[config.mk]
export PLATFORM = sky130hd
export DESIGN_NAME = accel_step_activity_detector_core
export DESIGN_NICKNAME = d
export VERILOG_FILES = /design/src/asad_pkg.sv /design/src/asad_ctrl.sv /design/src/asad_dp.sv /design/src/accel_step_activity_detector_core.sv
export SDC_FILE = /design/constraint.sdc
export NUM_CORES = 2
export LEC_CHECK = 0
export CAP_MARGIN = 40
export CORE_UTILIZATION = 60
export CTS_BUF_LIST = sky130_fd_sc_hd__clkbuf_4 sky130_fd_sc_hd__clkbuf_8
export CTS_CLUSTER_DIAMETER = 100
export DETAILED_ROUTE_END_ITERATION = 16
export DONT_BUFFER_PORTS = 1
export MAX_ROUTING_LAYER = met4
export PLACE_DENSITY = 0.76
export SKIP_CTS_REPAIR_TIMING = 1
export SKIP_LAST_GASP = 1
export SYNTH_ARGS = -nofsm -noshare
export SYNTH_HDL_FRONTEND = slang
export SYNTH_HIERARCHICAL = 1
export SYNTH_SLANG_ARGS = --single-unit
[constraint.sdc]
create_clock -name clk -period 18 [get_ports clk]
set_clock_uncertainty 0.15 [all_clocks]
set_input_delay 3.6 -clock clk [delete_from_list [all_inputs] [get_ports clk]]
set_output_delay 3.6 -clock clk [all_outputs]
set_load 0.03 [all_outputs]
[src/asad_pkg.sv]
// ============================================================================
// asad_pkg: shared types and constants for the step and activity detector
// Holds field widths, register indexes, reset values, activity codes and the
// command bundle that the controller drives into the datapath.
// ============================================================================
`default_nettype none

package asad_pkg;

    // Field widths
    localparam int AXIS_W  = 16;
    localparam int TIME_W  = 32;
    localparam int LEVEL_W = 16;
    localparam int COUNT_W = 32;
    localparam int ACT_W   = 2;
    localparam int SUM_W   = 32;   // 3 * 2^30 fits in 32 bits
    localparam int CFG_IDX_W  = 3;
    localparam int CFG_DATA_W = 16;

    // Square root unit: one result bit per step
    localparam int ROOT_STEPS = LEVEL_W;
    localparam int CNT_W      = $clog2(ROOT_STEPS);
    localparam int REM_W      = LEVEL_W + 3;

    // Register indexes
    localparam logic [CFG_IDX_W-1:0] REG_ONE_G      = 3'd0;
    localparam logic [CFG_IDX_W-1:0] REG_STATIONARY = 3'd1;
    localparam logic [CFG_IDX_W-1:0] REG_WALKING    = 3'd2;
    localparam logic [CFG_IDX_W-1:0] REG_STEP_TH    = 3'd3;
    localparam logic [CFG_IDX_W-1:0] REG_RELEASE_TH = 3'd4;
    localparam logic [CFG_IDX_W-1:0] REG_MIN_GAP    = 3'd5;
    localparam logic [CFG_IDX_W-1:0] REG_UPLOAD     = 3'd6;

    // Register reset values (LSB units, 16384 LSB = 1 g; times in ms)
    localparam logic [CFG_DATA_W-1:0] RST_ONE_G      = 16'd16384;
    localparam logic [CFG_DATA_W-1:0] RST_STATIONARY = 16'd819;
    localparam logic [CFG_DATA_W-1:0] RST_WALKING    = 16'd4096;
    localparam logic [CFG_DATA_W-1:0] RST_STEP_TH    = 16'd2458;
    localparam logic [CFG_DATA_W-1:0] RST_RELEASE_TH = 16'd1229;
    localparam logic [CFG_DATA_W-1:0] RST_MIN_GAP    = 16'd200;
    localparam logic [CFG_DATA_W-1:0] RST_UPLOAD     = 16'd1000;

    // Activity classes
    localparam logic [ACT_W-1:0] ACT_STATIONARY = 2'd0;
    localparam logic [ACT_W-1:0] ACT_WALKING    = 2'd1;
    localparam logic [ACT_W-1:0] ACT_RUNNING    = 2'd2;

    // Axis select for the shared squaring multiplier
    localparam logic [1:0] AXIS_SEL_X = 2'd0;
    localparam logic [1:0] AXIS_SEL_Y = 2'd1;
    localparam logic [1:0] AXIS_SEL_Z = 2'd2;

    // Controller to datapath commands
    typedef struct packed {
        logic       load;        // capture the input transaction
        logic       mul_en;      // square the selected axis
        logic [1:0] mul_sel;
        logic       acc_en;      // add the last square into the sum
        logic       root_start;  // load the square root unit
        logic       root_step;   // one bit of the square root
        logic       mot_en;      // register the motion level
        logic       dec_en;      // update step state, load the result
    } cmd_t;

endpackage

`default_nettype wire

[src/asad_ctrl.sv]
// ============================================================================
// asad_ctrl: sequencing controller
// Steps one sample through squaring, square root, motion and decision, and
// owns the handshake flags of both channels.
// ============================================================================
`default_nettype none

module asad_ctrl (
    input  wire logic           clk,
    input  wire logic           rst_n,
    input  wire logic           in_valid,
    output logic                in_ready,
    output logic                out_valid,
    input  wire logic           out_ready,
    output asad_pkg::cmd_t      cmd
);
    import asad_pkg::*;

    localparam logic [2:0] ST_IDLE = 3'd0;
    localparam logic [2:0] ST_SQ   = 3'd1;
    localparam logic [2:0] ST_ROOT = 3'd2;
    localparam logic [2:0] ST_MOT  = 3'd3;
    localparam logic [2:0] ST_DEC  = 3'd4;

    localparam logic [CNT_W-1:0] SQ_LAST   = CNT_W'(3);
    localparam logic [CNT_W-1:0] ROOT_LAST = CNT_W'(ROOT_STEPS - 1);

    logic [2:0]       state_reg, state_next;
    logic [CNT_W-1:0] cnt_reg, cnt_next;
    logic             out_valid_reg, out_valid_next;

    always_comb
    begin
        state_next     = state_reg;
        cnt_next       = cnt_reg;
        out_valid_next = out_valid_reg;
        cmd            = '0;
        if (out_valid_reg && out_ready)
        begin
            out_valid_next = 1'b0;
        end
        case (state_reg)
            ST_IDLE:
            begin
                if (in_valid)
                begin
                    cmd.load   = 1'b1;
                    state_next = ST_SQ;
                    cnt_next   = '0;
                end
            end
            ST_SQ:
            begin
                // square x, y, z in turn; add each product into the sum in the following cycle
                cmd.mul_en  = (cnt_reg != SQ_LAST);
                cmd.mul_sel = cnt_reg[1:0];
                cmd.acc_en  = (cnt_reg != '0);
                if (cnt_reg == SQ_LAST)
                begin
                    cmd.root_start = 1'b1;
                    state_next     = ST_ROOT;
                    cnt_next       = '0;
                end
                else
                begin
                    cnt_next = cnt_reg + CNT_W'(1);
                end
            end
            ST_ROOT:
            begin
                cmd.root_step = 1'b1;
                cnt_next      = cnt_reg + CNT_W'(1);
                if (cnt_reg == ROOT_LAST)
                begin
                    state_next = ST_MOT;
                end
            end
            ST_MOT:
            begin
                cmd.mot_en = 1'b1;
                state_next = ST_DEC;
            end
            ST_DEC:
            begin
                // hold until the output register is free
                if (!out_valid_reg || out_ready)
                begin
                    cmd.dec_en     = 1'b1;
                    out_valid_next = 1'b1;
                    state_next     = ST_IDLE;
                end
            end
            default:
            begin
                state_next = ST_IDLE;
            end
        endcase
    end

    always_ff @(posedge clk or negedge rst_n)
    begin
        if (!rst_n)
        begin
            state_reg     <= ST_IDLE;
            cnt_reg       <= '0;
            out_valid_reg <= 1'b0;
        end
        else
        begin
            state_reg     <= state_next;
            cnt_reg       <= cnt_next;
            out_valid_reg <= out_valid_next;
        end
    end

    assign in_ready  = (state_reg == ST_IDLE);
    assign out_valid = out_valid_reg;

    // A new result never overwrites one that is still waiting
    a_no_overwrite: assert property (@(posedge clk) disable iff (!rst_n)
        cmd.dec_en |-> (!out_valid_reg || out_ready))
        else $error("result loaded over a pending result");

    // An accepted transaction starts the squaring phase from its first axis
    a_accept_to_sq: assert property (@(posedge clk) disable iff (!rst_n)
        (in_valid && in_ready) |=> (state_reg == ST_SQ && cnt_reg == '0))
        else $error("accepted transaction did not start squaring");

    // The square root runs its full count before the motion stage
    a_root_len: assert property (@(posedge clk) disable iff (!rst_n)
        (state_reg == ST_ROOT && cnt_reg == ROOT_LAST) |=> (state_reg == ST_MOT))
        else $error("square root phase ended early or late");

    // Pipeline phases never overlap
    a_phase_excl: assert property (@(posedge clk) disable iff (!rst_n)
        $onehot0({cmd.load, cmd.mul_en, cmd.root_step, cmd.mot_en, cmd.dec_en}))
        else $error("overlapping datapath commands");

    // No input is taken while a sample is in flight
    a_ready_idle: assert property (@(posedge clk) disable iff (!rst_n)
        (cmd.root_step || cmd.mot_en) |-> !in_ready)
        else $error("input ready while a sample is in flight");

endmodule

`default_nettype wire

[src/asad_dp.sv]
// ============================================================================
// asad_dp: datapath
// Configuration registers, shared squaring multiplier, bit-serial square
// root, motion classification, step and upload state and the result register.
// ============================================================================
`default_nettype none

module asad_dp (
    input  wire logic                                      clk,
    input  wire logic                                      rst_n,
    input  wire asad_pkg::cmd_t                            cmd,
    input  wire logic                                      cfg_we,
    input  wire logic [asad_pkg::CFG_IDX_W-1:0]            cfg_index,
    input  wire logic [asad_pkg::CFG_DATA_W-1:0]           cfg_data,
    input  wire logic signed [asad_pkg::AXIS_W-1:0]        accel_x,
    input  wire logic signed [asad_pkg::AXIS_W-1:0]        accel_y,
    input  wire logic signed [asad_pkg::AXIS_W-1:0]        accel_z,
    input  wire logic [asad_pkg::TIME_W-1:0]               time_ms,
    output logic [asad_pkg::LEVEL_W-1:0]                   motion_level,
    output logic [asad_pkg::ACT_W-1:0]                     activity,
    output logic [asad_pkg::COUNT_W-1:0]                   step_total,
    output logic                                           step_seen,
    output logic                                           upload_due
);
    import asad_pkg::*;

    // Configuration
    logic [CFG_DATA_W-1:0] one_g_reg, stat_lim_reg, walk_lim_reg;
    logic [CFG_DATA_W-1:0] step_th_reg, rel_th_reg, min_gap_reg, upload_per_reg;

    always_ff @(posedge clk or negedge rst_n)
    begin
        if (!rst_n)
        begin
            one_g_reg      <= RST_ONE_G;
            stat_lim_reg   <= RST_STATIONARY;
            walk_lim_reg   <= RST_WALKING;
            step_th_reg    <= RST_STEP_TH;
            rel_th_reg     <= RST_RELEASE_TH;
            min_gap_reg    <= RST_MIN_GAP;
            upload_per_reg <= RST_UPLOAD;
        end
        else if (cfg_we)
        begin
            case (cfg_index)
                REG_ONE_G:      one_g_reg      <= cfg_data;
                REG_STATIONARY: stat_lim_reg   <= cfg_data;
                REG_WALKING:    walk_lim_reg   <= cfg_data;
                REG_STEP_TH:    step_th_reg    <= cfg_data;
                REG_RELEASE_TH: rel_th_reg     <= cfg_data;
                REG_MIN_GAP:    min_gap_reg    <= cfg_data;
                REG_UPLOAD:     upload_per_reg <= cfg_data;
                default:        ;
            endcase
        end
    end

    // Input capture
    logic signed [AXIS_W-1:0] ax_reg, ay_reg, az_reg;
    logic [TIME_W-1:0]        now_reg;

    always_ff @(posedge clk)
    begin
        if (cmd.load)
        begin
            ax_reg  <= accel_x;
            ay_reg  <= accel_y;
            az_reg  <= accel_z;
            now_reg <= time_ms;
        end
    end

    // Sum of squares through one multiplier
    logic signed [AXIS_W-1:0]   mul_op;
    logic signed [2*AXIS_W-1:0] mul_sq;
    logic [SUM_W-1:0]           prod_reg, sum_reg, sum_next;

    always_comb
    begin
        case (cmd.mul_sel)
            AXIS_SEL_X: mul_op = ax_reg;
            AXIS_SEL_Y: mul_op = ay_reg;
            AXIS_SEL_Z: mul_op = az_reg;
            default:    mul_op = ax_reg;
        endcase
    end

    assign mul_sq   = mul_op * mul_op;
    assign sum_next = sum_reg + prod_reg;

    always_ff @(posedge clk)
    begin
        if (cmd.mul_en)
        begin
            prod_reg <= SUM_W'(unsigned'(mul_sq));
        end
        if (cmd.load)
        begin
            sum_reg <= '0;
        end
        else if (cmd.acc_en)
        begin
            sum_reg <= sum_next;
        end
    end

    // Restoring square root, two radicand bits per step
    logic [SUM_W-1:0]   rad_reg;
    logic [REM_W-1:0]   rem_reg, rem_shift, rem_next;
    logic [LEVEL_W-1:0] root_reg;
    logic [REM_W:0]     trial;
    logic               trial_ok;

    assign rem_shift = {rem_reg[REM_W-3:0], rad_reg[SUM_W-1:SUM_W-2]};
    assign trial     = {1'b0, rem_shift} - (REM_W + 1)'({root_reg, 2'b01});
    assign trial_ok  = !trial[REM_W];
    assign rem_next  = trial_ok ? trial[REM_W-1:0] : rem_shift;

    always_ff @(posedge clk)
    begin
        if (cmd.root_start)
        begin
            rad_reg  <= sum_next;
            rem_reg  <= '0;
            root_reg <= '0;
        end
        else if (cmd.root_step)
        begin
            rad_reg  <= {rad_reg[SUM_W-3:0], 2'b00};
            rem_reg  <= rem_next;
            root_reg <= {root_reg[LEVEL_W-2:0], trial_ok};
        end
    end

    // Motion = |magnitude - one g|
    logic [LEVEL_W-1:0] motion_reg;

    always_ff @(posedge clk)
    begin
        if (cmd.mot_en)
        begin
            motion_reg <= (root_reg >= one_g_reg) ? (root_reg - one_g_reg)
                                                  : (one_g_reg - root_reg);
        end
    end

    // Decision: class, step and upload
    logic [TIME_W-1:0]  last_step_reg, last_upload_reg;
    logic [COUNT_W-1:0] count_reg, count_next;
    logic               armed_reg, armed_next;
    logic [TIME_W-1:0]  step_gap, upload_gap;
    logic               arm_hit, step_hit, upload_hit;
    logic [ACT_W-1:0]   act_next;

    assign step_gap   = now_reg - last_step_reg;
    assign upload_gap = now_reg - last_upload_reg;
    assign arm_hit    = (motion_reg > step_th_reg) && !armed_reg;
    assign step_hit   = arm_hit && (step_gap > TIME_W'(min_gap_reg));
    assign upload_hit = (upload_gap >= TIME_W'(upload_per_reg));
    assign count_next = step_hit ? count_reg + COUNT_W'(1) : count_reg;

    always_comb
    begin
        // release is checked after arming, so it wins on misordered thresholds
        armed_next = arm_hit ? 1'b1 : armed_reg;
        if (motion_reg < rel_th_reg)
        begin
            armed_next = 1'b0;
        end
        if (motion_reg < stat_lim_reg)
        begin
            act_next = ACT_STATIONARY;
        end
        else if (motion_reg < walk_lim_reg)
        begin
            act_next = ACT_WALKING;
        end
        else
        begin
            act_next = ACT_RUNNING;
        end
    end

    always_ff @(posedge clk or negedge rst_n)
    begin
        if (!rst_n)
        begin
            last_step_reg   <= '0;
            last_upload_reg <= '0;
            count_reg       <= '0;
            armed_reg       <= 1'b0;
        end
        else if (cmd.dec_en)
        begin
            count_reg <= count_next;
            armed_reg <= armed_next;
            if (step_hit)
            begin
                last_step_reg <= now_reg;
            end
            if (upload_hit)
            begin
                last_upload_reg <= now_reg;
            end
        end
    end

    // Result register
    always_ff @(posedge clk)
    begin
        if (cmd.dec_en)
        begin
            motion_level <= motion_reg;
            activity     <= act_next;
            step_total   <= count_next;
            step_seen    <= step_hit;
            upload_due   <= upload_hit;
        end
    end

endmodule

`default_nettype wire

[src/accel_step_activity_detector_core.sv]
// ============================================================================
// accel_step_activity_detector_core: accelerometer step and activity detector
// Takes one three-axis sample with a millisecond timestamp per transaction and
// returns motion level, activity class, step count and upload flag.
// ============================================================================
//
//  Channel  Direction  Handshake            Payload
//  -------  ---------  -------------------  ------------------------------------
//  in       sink       in_valid / in_ready  accel_x, accel_y, accel_z, time_ms
//  out      source     out_valid/out_ready  motion_level, activity, step_total,
//                                           step_seen, upload_due
//  cfg      sink       cfg_we (no wait)     cfg_index, cfg_data
//
//  One sample passes from the accepting edge to a loaded result through the
//  sum of squares on the single shared multiplier, the bit-serial square
//  root (one root bit per cycle), the motion stage and the decision stage.
//  in_ready returns at the edge that loads the result, so the block takes
//  no new transaction until the result of the previous one is loaded.
//  A stalled output holds its result; the decision stage waits for it only if
//  a second result is ready before the first one is taken.
//  Reset restores all configuration defaults and clears the step counter,
//  the arm flag and both time marks.
// ============================================================================
`default_nettype none

module accel_step_activity_detector_core (
    input  wire logic                                   clk,
    input  wire logic                                   rst_n,
    // configuration writes
    input  wire logic                                   cfg_we,
    input  wire logic [asad_pkg::CFG_IDX_W-1:0]         cfg_index,
    input  wire logic [asad_pkg::CFG_DATA_W-1:0]        cfg_data,
    // sample channel
    input  wire logic                                   in_valid,
    output logic                                        in_ready,
    input  wire logic signed [asad_pkg::AXIS_W-1:0]     accel_x,
    input  wire logic signed [asad_pkg::AXIS_W-1:0]     accel_y,
    input  wire logic signed [asad_pkg::AXIS_W-1:0]     accel_z,
    input  wire logic [asad_pkg::TIME_W-1:0]            time_ms,
    // result channel
    output logic                                        out_valid,
    input  wire logic                                   out_ready,
    output logic [asad_pkg::LEVEL_W-1:0]                motion_level,
    output logic [asad_pkg::ACT_W-1:0]                  activity,
    output logic [asad_pkg::COUNT_W-1:0]                step_total,
    output logic                                        step_seen,
    output logic                                        upload_due
);
    import asad_pkg::*;

    // command bundle from the sequencer to the datapath
    cmd_t cmd;

    // Sequence each transaction and own both handshakes
    asad_ctrl u_ctrl (
        .clk       (clk),
        .rst_n     (rst_n),
        .in_valid  (in_valid),
        .in_ready  (in_ready),
        .out_valid (out_valid),
        .out_ready (out_ready),
        .cmd       (cmd)
    );

    // Compute magnitude, motion, class, steps and upload flag
    asad_dp u_dp (
        .clk          (clk),
        .rst_n        (rst_n),
        .cmd          (cmd),
        .cfg_we       (cfg_we),
        .cfg_index    (cfg_index),
        .cfg_data     (cfg_data),
        .accel_x      (accel_x),
        .accel_y      (accel_y),
        .accel_z      (accel_z),
        .time_ms      (time_ms),
        .motion_level (motion_level),
        .activity     (activity),
        .step_total   (step_total),
        .step_seen    (step_seen),
        .upload_due   (upload_due)
    );

endmodule

`default_nettype wire

==> results_dict.tcl <==
set metrics [dict create \
    critPathCapture "u_dp/prod_reg[31]" \
    synth_fp_nets 4414 \
    cts_max_level 3 \
    drt_pass1_iterations 8 \
    yosys.area.top_type "edfxtp_1" \
    synth_most_common_cell "inv_1" \
    cts_tree "done" \
    cp_data_arrival_time_ns 10.05 \
    die_width_um 251.0 \
    fin_cells 4588 \
    grt_pass1_wl_um 136500 \
    tightest_slew_ns 0.8884 \
    finalCriticalPeriod_ns 9.811 \
    numCtsBuffers 85 \
    ios 158 \
    reg2regPathDepth 30 \
    core_area_um2 60810 \
    ys_types 89 \
    synth_area_um2 37210 \
    synth_top_area_share_pct 17.03 \
    rr_startpoint "u_ctrl/state_reg[0]" \
    ys_ff_latch 493 \
    critPathKind "register to register" \
    io_buffers 0 \
    final_cell_area_um2 39920 \
    grt_pass1_vias 26690 \
    finalSetupTns_ns 0 \
    critical_path.most_common_cell "fa_1" \
    cp-start-kind "register" \
    clockRootBuffer "clkbuf_8" \
    slowest_delay_ns 0.71 \
    grt_max_degree 218 \
    clockBufferDepth 3 \
    floorplan.rows 90 \
    clk-insertion-delay-late_ns 0.69 \
    worst_ep_required_time_ns 18.24 \
    synth-edff-count 211 \
    synth_commonest_cells "inv_1, ha_1, nor2_1, nand2_1, fa_1" \
    regToRegSetupSlack_ns 8.19 \
    synthArstFlopShare_pct 44.02 \
    num_vias 26430 \
    critPathLaunch "u_ctrl/state_reg[0]" \
    synth_cells 3746 \
    hp-class "register to register" \
    min_path_cells 2 \
    place_area_um2 37920 \
    gp_congestion 0.9456 \
    clk_pin_slew_ns 0.06 \
    cap_violations 0 \
    synthToLayoutAreaGrowth_pct 7.300 \
    initial_core_util_pct 61.19 \
    slew_headroom_pct 40.77 \
    maxSlewViolCount 0 \
    r2r_end "u_dp/prod_reg[31]" \
    drt_iter0_drc 1997 \
    hold_violations 0 \
    synth.avg_cell_area_um2 9.933 \
    worstSetupEndpointType "register" \
    status "finished, final reports clean" \
    timing.fmax_mhz 101.9 \
    dp.final_hpwl_um 62160 \
    synth_ff_type "edfxtp_1" \
    seq_area_frac_synth_pct 35.22 \
    cp_max_fo 16 \
    ys_top_cells_by_area "edfxtp_1, fa_1, dfrtp_1" \
    drive_gt1_share_pct 9.863 \
    finalNetCount 4399 \
    grt-ovfl-total 0 \
    setup_violations 0 \
    wl_per_cell_um 17.91 \
    worst_hold_slack_ns 0.3462 \
    rsz0062_at_grt "false" \
    yosys_warnings 6 \
    ant_nets 0 \
    wl_um 82170 \
    clock_sinks 493 \
    die_area_um2 63010 \
    placed_cells 4425 \
    dieHeight_um 251.0 \
    grt_usage_pct 27.70 \
    vias_per_cell 5.762 \
    antenna_found_initial 3 \
    slowest_stage "o21ai_1" \
    drcViolationCount 0 \
    period_share_pct 54.51 \
]
[layer usage]
metal	wire length, um	part of all wire [%]	vias up	track usage, %
li1	-	-	12770	-
met1	36330	44	12860	35.44
met2	39690	48	650	45.56
met3	3655	4.4	161	3.551
met4	2495	3.0	0	9.512
met5	0	0	-	-
[area by class of cell]
cell class | instances | area (um^2)
Clock inverter | 44 | 509.2
Clock buffer | 114 | 1456
Sequential cell | 493 | 13100
Inverter | 548 | 2057
Timing Repair Buffer | 23 | 200.2
Antenna cell | 4 | 10.01
Tap cell | 782 | 978.4
Fill cell | 4745 | 20880
Multi-Input combinational cell | 2580 | 21610
[worst max-delay path, delay by kind of cell, from the launching register on]
kind,cells,cell delay [ns]
compound gates,10,2.59
xor+xnor,1,0.08
fa+ha+maj,8,3.69
buf+inv,5,0.78
flops,1,0.54
simple gates,6,1.71
[cell usage in the layout (no fill, tap or decap), drive strengths merged, types with 19 or more instances in the layout]
cell type    n
o21bai      19
clkinv      37
dfstp       29
xor2        68
clkbuf     114
edfxtp     211
a21oi      176
a22oi       19
nor3        66
nor2b       30
a211oi      36
dfxtp       65
dfrtp      188
nor2       275
buf         23
ha         327
mux2i       62
and3        37
mux2       144
nand4       44
xnor2      125
nand2b      31
a21o        85
fa         237
nand2      270
o21a        39
inv        546
nand3       71
o21ai      190
[through the flow]
step | setup WS, ns | utilization (%)
2_1_floorplan | 9.440 | -
3_3_place_gp | 8.365 | 62.33
3_5_place_dp | 8.110 | 62.36
4_1_cts | 8.049 | 65.59
5_1_grt | 7.449 | 65.65
6_report | 8.189 | 65.66
[how the worst min path moves through the flow]
| stage | from | endpoint | slack [ns] |
|---|---|---|---|
| global placement | u_dp/last_step_reg[27] | u_dp/last_step_reg[27] | 0.32 |
| detailed placement | u_dp/last_step_reg[26] | u_dp/last_step_reg[26] | 0.34 |
| CTS | u_dp/rem_reg[15] | u_dp/rem_reg[15] | 0.35 |
| floorplan | u_dp/last_step_reg[0] | u_dp/last_step_reg[0] | 0.31 |
| finish | u_dp/rem_reg[15] | u_dp/rem_reg[15] | 0.35 |
| global route | u_dp/last_upload_reg[26] | u_dp/last_upload_reg[26] | 0.36 |
[cell families after synthesis]
logic type                 Yosys count  synth area share [%]
xor gates and xnor gates           193                 4.543
adders and majority gates          564                 23.75
and+or+nand+nor                    911                 11.46
AOI/OAI and AO/OA                  706                 12.09
DFF                                493                 35.22
buffers and inverters              673                 6.917
muxes                              206                 6.026
Power is left out: the tool's default activity adds up to more than one toggle a clock period on the data nets, which glitch-free logic cannot reach.
